[config.mk]
export PLATFORM = sky130hd
export DESIGN_NAME = cau_queue
export DESIGN_NICKNAME = d
export VERILOG_FILES = /design/src/rtl/core/cau_queue.sv
export SDC_FILE = /design/constraint.sdc
export NUM_CORES = 1
export LEC_CHECK = 0
export BUFFER_PORTS_ARGS = -buffer_cell sky130_fd_sc_hd__clkbuf_2
export CELL_PAD_IN_SITES_DETAIL_PLACEMENT = 1
export CELL_PAD_IN_SITES_GLOBAL_PLACEMENT = 2
export CORE_MARGIN = 8
export CORE_UTILIZATION = 42
export CTS_CLUSTER_SIZE = 20
export DETAILED_ROUTE_END_ITERATION = 8
export PLACE_DENSITY = 0.85
export SYNTH_ARGS = -nofsm -noshare
export SYNTH_HDL_FRONTEND = slang
export SYNTH_SLANG_ARGS = --single-unit
[constraint.sdc]
create_clock -name clk -period 12 [get_ports clk]
set_input_delay 1.2 -clock clk [delete_from_list [all_inputs] [get_ports clk]]
set_output_delay 1.2 -clock clk [all_outputs]
set_load 0.05 [all_outputs]
[src/rtl/core/cau_queue.sv]
// two-entry queue between front and back
module cau_queue #(
	parameter int DATA_BITS = 132
) (
	input  logic                 clk,
	input  logic                 arst_n,
	input  logic                 wr_en,
	input  logic [DATA_BITS-1:0] wr_data,
	output logic                 q_full,
	input  logic                 rd_en,
	output logic                 q_empty,
	output logic [DATA_BITS-1:0] rd_data
);

	logic [DATA_BITS-1:0] mem_q [0:1];
	logic                 wr_ptr_q;
	logic                 rd_ptr_q;
	logic [1:0]           count_q;
	logic                 do_wr;
	logic                 do_rd;

	assign q_full  = (count_q == 2'd2);
	assign q_empty = (count_q == 2'd0);
	assign do_wr   = wr_en && !q_full;
	assign do_rd   = rd_en && !q_empty;
	assign rd_data = mem_q[rd_ptr_q];

	always_ff @(posedge clk or negedge arst_n) begin
		if (!arst_n) begin
			wr_ptr_q <= 1'b0;
			rd_ptr_q <= 1'b0;
			count_q  <= 2'd0;
		end else begin
			if (do_wr) wr_ptr_q <= !wr_ptr_q;
			if (do_rd) rd_ptr_q <= !rd_ptr_q;
			if (do_wr && !do_rd) count_q <= count_q + 2'd1;
			else if (do_rd && !do_wr) count_q <= count_q - 2'd1;
		end
	end

	always_ff @(posedge clk) begin
		if (do_wr) mem_q[wr_ptr_q] <= wr_data;
	end

endmodule

==> metrics.cfg <==
[route]
wl_met1_mm=8.79
wl_met2_mm=11.0
drc=0
dr_wl_met3_mm=2.01
maxUsedRoutingLayer=met4
postRouteWirelength_mm=22.3
routed_via_density=4.75
routedWlPerCell_um=21.0
first_pass_iters=4
drt-initial-drc-count=204
ant_nets=0
vias=5027

[timing]
setup_viol=0
fin_crit_ns=4.79
max_freq_ghz=0.209
slew_violations=0
finalClockSkew_ns=0.00765
rsz0062_at_grt=no
tns_ns=0
holdWs_ns=0.478
hold_viol=0
worst_pin_slew_ns=1.24
worst_slew_margin_rel_pct=17.4
post-route-period-util_pct=39.9

[global_routing]
grt_pass1_vias=5667
grt_pass1_wl_mm=33.0
grt.overflow.total=0
antenna_found_initial=0
grt_max_degree=88
grt_usage_pct=14.7

[floorplan]
dieArea_sq_mm=0.0290
die_h_um=170
ios=270
std_cell_rows=56
start_util_pct=42.8
core_area_sq_mm=0.0234
fp.dieW_um=170

[critical_path]
worst_ep_required_time_ns=10.80
path_max_fanout=51
crit_path_end_kind=primary output
reg2reg_depth=3
critPathArrivalTime_ns=3.59
reg2reg_to=mem_q[1][36]
reg2reg_slack_ns=9.24
r2r-start=count_q[0]
crit_type=reg -> out
cp-start-kind=flop

[power]
power_leakage_nw=4.96
power_density_mw_per_mm2=299
irDropWorstVdd_v=0.000220
finalPower_mw=3.76

[flow_run]
drv_cap=0

[synth]
syn_inst=430
yosysWarningCount=0
synth_area_sq_mm=0.0100
yosys.area.top_type_share_pct=79.2
avgSynthCellArea_sq_um=23.3
synth_area_leaders=edfxtp_1 (79%), mux2_4 (11%), mux2_2 (7.0%)
synth_seq_cells=268
synth.net_count=567
yosysSeqAreaShare_pct=80.2
synth_top_cell_by_area=edfxtp_1
yosysUniqueCellTypes=15

[layout]
drive_gt1_share_pct=60.8
post-route-util_pct=53.7
insertedDiodeCount=0
fin_area_sq_mm=0.0126
area_growth_syn_to_layout_pct=25.7
fin_nets=856

[clocking]
clock_sinks=268
root_buffer=clkbuf_16
hold_buffers=0
cts_tree=built
cts_resized=0
cts_made_buffers=28
cts_max_level=1
cts_buffer_depth=3
cts.clk_slew.worst_paths_ns=0.06
clock_latency_ns=0.52
post_cts_buffers=0

[run_status]
status=finished clean

[placed_design]
placed_area_sq_mm=0.0117
dp_hpwl_mm=15.8
gp_congestion=0.765
buffer_ports.inserted=269

[worst_hold_path]
hold_class=in -> async

-- how the worst max path moves through the flow --
| stage | startpoint | end | cells past startpoint |
|---|---|---|---|
| 6_report | rd_ptr_q | rd_data[14] | 4 |
| 5_1_grt | rd_ptr_q | rd_data[36] | 4 |
| 4_1_cts | rd_ptr_q | rd_data[14] | 4 |
| 3_5_place_dp | rd_ptr_q | rd_data[14] | 4 |
| 3_3_place_gp | rd_ptr_q | rd_data[39] | 4 |
| 2_1_floorplan | wr_en | mem_q[0][0] | 2 |
-- worst max-delay path, cell delays in order (launching register included) --
cell	delay [ns]
dfrtp_4	0.82
buf_4	0.67
buf_4	0.78
mux2_2	0.43
clkbuf_2	0.25
-- state kept, by name, summed over array words and instances, names as in the netlist --
register	count
mem_q	264
rd_ptr_q	1
wr_ptr_q	1
count_q	2
-- cells by family (layout without fill, tap and decap cells) --
logic type                 count (synthesis)  in the layout  share of synthesized area, %
AOI/OAI and AO/OA                          1              1                        0.0500
xor gates and xnor gates                   5              5                         0.438
adders and majority gates                  1              1                         0.125
buffers and inverters                     17            327                          1.39
DFF                                      268            268                          80.2
muxes                                    132            132                          17.5
and+or+nand+nor                            6              6                         0.275
-- stage by stage --
stage | cells | setup slack [ns]
floorplan | 430 | 4.60
global placement | 1008 | 7.81
detailed placement | 1008 | 7.71
CTS | 1059 | 7.13
global route | 1059 | 7.02
finish | 1059 | 7.21
-- Yosys cell counts, drive strengths merged --
library cell,number
xnor2,3
nand2b,1
o21ai,1
ha,1
inv,2
buf,15
and3,1
nand2,1
edfxtp,264
dfrtp,4
mux2,132
xor2,2
nor2,3
-- layout by cell type, fill, tap and decap left out --
cell	Yosys	final
and3_4	0	1
buf_4	0	5
bufinv_16	0	3
clkbuf_1	0	4
clkbuf_16	0	29
clkbuf_2	0	269
clkinv_1	0	6
clkinv_2	0	8
clkinvlp_4	0	1
dfrtp_1	4	3
dfrtp_4	0	1
edfxtp_1	264	264
ha_1	1	1
inv_1	2	2
mux2_2	62	62
mux2_4	70	70
nand2_1	1	1
nand2b_1	1	1
nor2_1	3	2
nor2_4	0	1
o21ai_0	1	1
xnor2_1	3	3
xor2_1	2	2
-- layout make-up --
class | count | area [sq um]
Multi-Input combinational cell | 145 | 1850
Clock inverter | 18 | 160
Tap cell | 319 | 399
Sequential cell | 268 | 8030
Fill cell | 2246 | 10800
Clock buffer | 33 | 741
Timing Repair Buffer | 274 | 1380
Inverter | 2 | 7.51
-- power by group --
group          switching (mW)  total [mW]  internal (mW)
Combinational            1.11        1.55          0.441
Sequential             0.0844        1.37           1.28
Clock                   0.336       0.838          0.502
-- layer usage --
metal / track usage (%) / vias to the layer above
li1: - / 2285
met1: 17.1 / 2492
met2: 25.3 / 210
met3: 5.03 / 40
met4: 4.65 / 0
met5: 0 / -
No activity file was read; power rests on OpenSTA's default activity.
