===== src/rtl/core/cau_pkg.sv =====
// shared opcodes and item classes for the complex arithmetic unit
package cau_pkg;

	localparam int CMD_BITS = 4;
	localparam int CLS_BITS = 4;

	localparam logic [CMD_BITS-1:0] CMD_ADD  = 4'd0;
	localparam logic [CMD_BITS-1:0] CMD_SUB  = 4'd1;
	localparam logic [CMD_BITS-1:0] CMD_MUL  = 4'd2;
	localparam logic [CMD_BITS-1:0] CMD_DIV  = 4'd3;
	localparam logic [CMD_BITS-1:0] CMD_NEG  = 4'd4;
	localparam logic [CMD_BITS-1:0] CMD_ADDR = 4'd5;
	localparam logic [CMD_BITS-1:0] CMD_SUBR = 4'd6;
	localparam logic [CMD_BITS-1:0] CMD_MULR = 4'd7;
	localparam logic [CMD_BITS-1:0] CMD_DIVR = 4'd8;

	typedef enum logic [CLS_BITS-1:0] {
		CLS_ADD,
		CLS_SUB,
		CLS_MUL,
		CLS_DIV,
		CLS_NEG,
		CLS_ADDR,
		CLS_SUBR,
		CLS_MULR,
		CLS_DIVR,
		CLS_ZDIV,
		CLS_NONE
	} cls_t;

endpackage


===== src/rtl/core/cau_front.sv =====
// front stage: takes input transfers and classifies each item
module cau_front #(
	parameter int WORD_BITS = 32
) (
	input  logic                                        clk,
	input  logic                                        arst_n,
	input  logic                                        push,
	output logic                                        full,
	input  logic [cau_pkg::CMD_BITS-1:0]                cmd,
	input  logic signed [WORD_BITS-1:0]                 a_re,
	input  logic signed [WORD_BITS-1:0]                 a_im,
	input  logic signed [WORD_BITS-1:0]                 b_re,
	input  logic signed [WORD_BITS-1:0]                 b_im,
	output logic                                        item_valid,
	output logic [cau_pkg::CLS_BITS+4*WORD_BITS-1:0]    item_data,
	input  logic                                        q_full
);

	cau_pkg::cls_t cls;
	logic          accept;
	logic          v_s1;
	logic [cau_pkg::CLS_BITS+4*WORD_BITS-1:0] data_s1;

	always_comb begin
		unique case (cmd)
			cau_pkg::CMD_ADD:  cls = cau_pkg::CLS_ADD;
			cau_pkg::CMD_SUB:  cls = cau_pkg::CLS_SUB;
			cau_pkg::CMD_MUL:  cls = cau_pkg::CLS_MUL;
			cau_pkg::CMD_DIV:  cls = (b_re == '0 && b_im == '0) ? cau_pkg::CLS_ZDIV
			                                                    : cau_pkg::CLS_DIV;
			cau_pkg::CMD_NEG:  cls = cau_pkg::CLS_NEG;
			cau_pkg::CMD_ADDR: cls = cau_pkg::CLS_ADDR;
			cau_pkg::CMD_SUBR: cls = cau_pkg::CLS_SUBR;
			cau_pkg::CMD_MULR: cls = cau_pkg::CLS_MULR;
			cau_pkg::CMD_DIVR: cls = (b_re == '0) ? cau_pkg::CLS_ZDIV : cau_pkg::CLS_DIVR;
			default:           cls = cau_pkg::CLS_NONE;
		endcase
	end

	assign full   = v_s1 && q_full;
	assign accept = push && !full;

	always_ff @(posedge clk or negedge arst_n) begin
		if (!arst_n) begin
			v_s1 <= 1'b0;
		end else if (!v_s1 || !q_full) begin
			v_s1 <= accept;
		end
	end

	always_ff @(posedge clk) begin
		if (accept) begin
			data_s1 <= {cls, a_re, a_im, b_re, b_im};
		end
	end

	assign item_valid = v_s1;
	assign item_data  = data_s1;

endmodule


===== config.mk =====
export PLATFORM = sky130hd
export DESIGN_NAME = cau_front
export DESIGN_NICKNAME = d
export VERILOG_FILES = /design/src/rtl/core/cau_pkg.sv /design/src/rtl/core/cau_front.sv
export SDC_FILE = /design/constraint.sdc
export NUM_CORES = 1
export LEC_CHECK = 0
export ABC_AREA = 1
export BUFFER_PORTS_ARGS = -buffer_cell sky130_fd_sc_hd__buf_4
export CORE_UTILIZATION = 30
export CTS_BUF_LIST = sky130_fd_sc_hd__clkbuf_4
export DETAILED_ROUTE_END_ITERATION = 8
export PLACE_DENSITY = 0.69
export SLEW_MARGIN = 20
export SYNTH_ARGS = -nofsm -noshare
export SYNTH_HDL_FRONTEND = slang
export SYNTH_SLANG_ARGS = --single-unit

===== constraint.sdc =====
create_clock -name clk -period 9.1 [get_ports clk]
set_input_delay 0.455 -clock clk [delete_from_list [all_inputs] [get_ports clk]]
set_output_delay 0.455 -clock clk [all_outputs]
set_load 0.05 [all_outputs]

==> out/metrics.csv <==
stage,metric,value,unit
status,status,finished clean,
route,wire per inst,14.9,µm
sta,fmax,573,MHz
yosys,largest family of logic cells by synthesized area,simple AND/OR/NAND/NOR gates,
yosys,Synth Area in Adders,0,%
floorplanning,initial core utilization,30.9,%
yosys,post-synthesis simple-gate area fraction,6.89,%
route,DRT iter0 DRCs,158,
yosys,mux cell area share after synthesis,0,%
route,final WL,10500,µm
clock_tree,Num CTS Buffers,17,
power_and_ir_drop,P_sw,374,µW
global_route,largest net degree at the start of global routing,74,
sta,final setup vio count,0,
yosys,XOR/XNOR share of the synthesized area,0,%
power_and_ir_drop,Cell Int Power,957,µW
global_route,initial antenna violation count,0,
power_and_ir_drop,combinational power share,17.8,%
setup_path,slowest CP cell,buf_4,
setup_path,Worst setup EP type,register,
power_and_ir_drop,switch share,28.1,%
route,routed vias/inst,4.15,
floorplanning,number of core rows,43,
route,Pre-Repair DR Iteration Count,5,
setup_path,WP data required,9.22,ns
power_and_ir_drop,leakage power,2.87,nW
floorplanning,Die X,122,µm
yosys,Mapped Avg Cell Area,19.6,µm²
route,DRT antenna net count,0,
placed_design,port bufs,269,
sta,Max Clock Skew,0.0118,ns
setup_path,cells along the critical path,"nand2_1, inv_1, nor2_4, buf_4",
sta,Min Hold Slack,0.115,ns
final_layout,n_diodes,0,
power_and_ir_drop,VDD IR max,0.0000951,V
sta,max-slew violations,0,
yosys,Synth Cell Area,0.00432,mm²
floorplanning,Core Region,0.0140,mm²
setup_path,Worst Path Max Fanout,73,
clock_tree,CTS Hold Buffers Added,1,
yosys,post-synthesis net count,356,
clock_tree,CTS Buffer Depth,2,
sta,unrepaired setup endpoints after global routing,no,
power_and_ir_drop,clock power share,27.8,%
sta,Rel. slew slack,41.2,%
yosys,Yosys top cell by area,edfxtp_1,
global_route,vias in the first global route,2894,
sta,fin crit period,1.75,ns
yosys,Unique masters post-synth,8,
final_layout,Area Growth Syn to Fin,59.0,%
floorplanning,Die H,122,µm
sta,Worst-Margin Slew,0.882,ns
yosys,share of the synthesized area in the top cell type,91.7,%
final_layout,layout cells sized above 1,58.0,%
power_and_ir_drop,Seq pwr share,54.4,%
clock_tree,H-tree Lvls,4,
yosys,top post-synthesis cells by area,"edfxtp_1 (92%), nor2_1 (4.1%), nand2_1 (2.4%)",
clock_tree,Num Clock Sinks,133,
floorplanning,Die ar.,0.0149,mm²
power_and_ir_drop,PD cells,194,mW/mm²
clock_tree,Post-CTS Setup Inserts,0,
setup_path,FF-to-FF setup slack,7.35,ns
clock_tree,clock transition at the registers of the reported paths,0.12,ns
placed_design,GPL Wtd Cong,0.707,
clock_tree,CTS tree,done,
yosys,Synth Instances,220,
sta,Final period util,19.2,%
yosys,yosys warns,0,
floorplanning,Ports,270,
sta,Sum Neg Setup Slack,0,ns
setup_path,WS Path Type,reg -> reg,
worst_hold_path,Hold WC Path Type,in -> reg,
setup_path,worst path arrival time,1.87,ns
clock_tree,Skew-Pair Late Insertion Delay,0.50,ns
clock_tree,Post-CTS Resized,0,
sta,final hold vios,0,
route,total number of vias,2923,
yosys,"Seq/Total Area, Yosys",92.3,%
route,DRC viols,0,
global_route,Total GRT Usage,13.9,%
setup_path,critical path's largest stage delay,0.67,ns
clock_tree,clk root buf,clkbuf_4,
yosys,Compound-Gate Fraction of Synth Area,0.232,%
placed_design,DP HPWL,8210,µm
yosys,synthesis-stage register bit count,133,
global_route,first-pass GRT wire length,14800,µm
global_route,GRT overflow,0,
flow_run,max-capacitance violation count,0,
final_layout,Finished Core Util,49.1,%
final_layout,nets,647,
setup_path,Setup crit start kind,register,
synthesized netlist by cell type:
master / instances
edfxtp_1: 132
nor2_1: 47
nand2_1: 28
inv_1: 7
nand3_1: 2
o21ai_0: 2
dfrtp_1: 1
nor2_2: 1
layout make-up:
class / count / area, µm²
fillers: 1255 / 7120
flip-flops and latches: 133 / 3990
repair buffers: 272 / 2040
multi-input cells: 80 / 315
well taps: 180 / 225
clock inverters: 14 / 138
clock buffers: 18 / 135
inverters: 7 / 26.3
layout by cell type, fill, tap and decap left out:
master / n
o21ai_0: 2
nor2_2: 1
clkinvlp_4: 3
clkinv_1: 1
dfrtp_1: 1
nor2_4: 1
nor2_1: 46
dlygate4sd3_1: 1
clkinv_4: 3
inv_1: 7
nand3_1: 2
clkinv_2: 5
nand2_1: 28
bufinv_16: 2
edfxtp_1: 132
clkbuf_4: 18
buf_4: 271
kinds of logic after synthesis:
| kind of cell | after synthesis |
|---|---|
| flip-flops | 133 |
| AND/OR/NAND/NOR | 78 |
| buffers and inverters | 7 |
| AO/OA/AOI/OAI | 2 |
sequential cells by signal, indices dropped and copies added, names as in the netlist:
name        flops
item_data     132
item_valid      1
routing by layer:
| metal | vias up | global-route usage (%) | wire length [µm] |
|---|---|---|---|
| met5 | - | 0 | 0 |
| met4 | 0 | 5.56 | 96 |
| met3 | 7 | 7.68 | 1360 |
| met2 | 161 | 23.2 | 5400 |
| met1 | 1367 | 14.3 | 3650 |
| li1 | 1388 | - | - |
worst max-delay path: cells and delay by family (launching register included):
kind          cells  cell delay, ns
flops             1            0.40
simple gates      2            0.16
buf+inv           2            0.74
final timing paths:
path,startpoint,end,cells past startpoint
setup / recovery,item_valid,item_data[101],4
hold reg to reg,item_valid,item_valid,2
max in group asynchronous,arst_n,item_valid,2
hold / removal,a_re[29],item_data[125],1
setup reg to reg,item_valid,item_data[101],4
min in group asynchronous,arst_n,item_valid,2
power groups by stage:
stage / clock network [mW] / logic [mW] / registers, mW
3_3_place_gp: 0 / 0.235 / 0.737
4_1_cts: 0.387 / 0.239 / 0.725
6_report: 0.371 / 0.237 / 0.724
5_1_grt: 0.414 / 0.248 / 0.727
2_1_floorplan: 0 / 0.0181 / 0.857
3_5_place_dp: 0 / 0.238 / 0.738
per-stage QoR:
| step | setup WS, ns | cells | cell area [µm²] | power, mW |
|---|---|---|---|---|
| after floorplan | 1.97 | 220 | 4320 | 0.875 |
| after global placement | 7.20 | 671 | 6590 | 0.973 |
| after detailed placement | 7.17 | 671 | 6590 | 0.977 |
| after CTS | 7.29 | 704 | 6870 | 1.35 |
| after global routing | 7.18 | 704 | 6870 | 1.39 |
| final | 7.35 | 704 | 6870 | 1.33 |
Power figures use the tool's default switching activity.
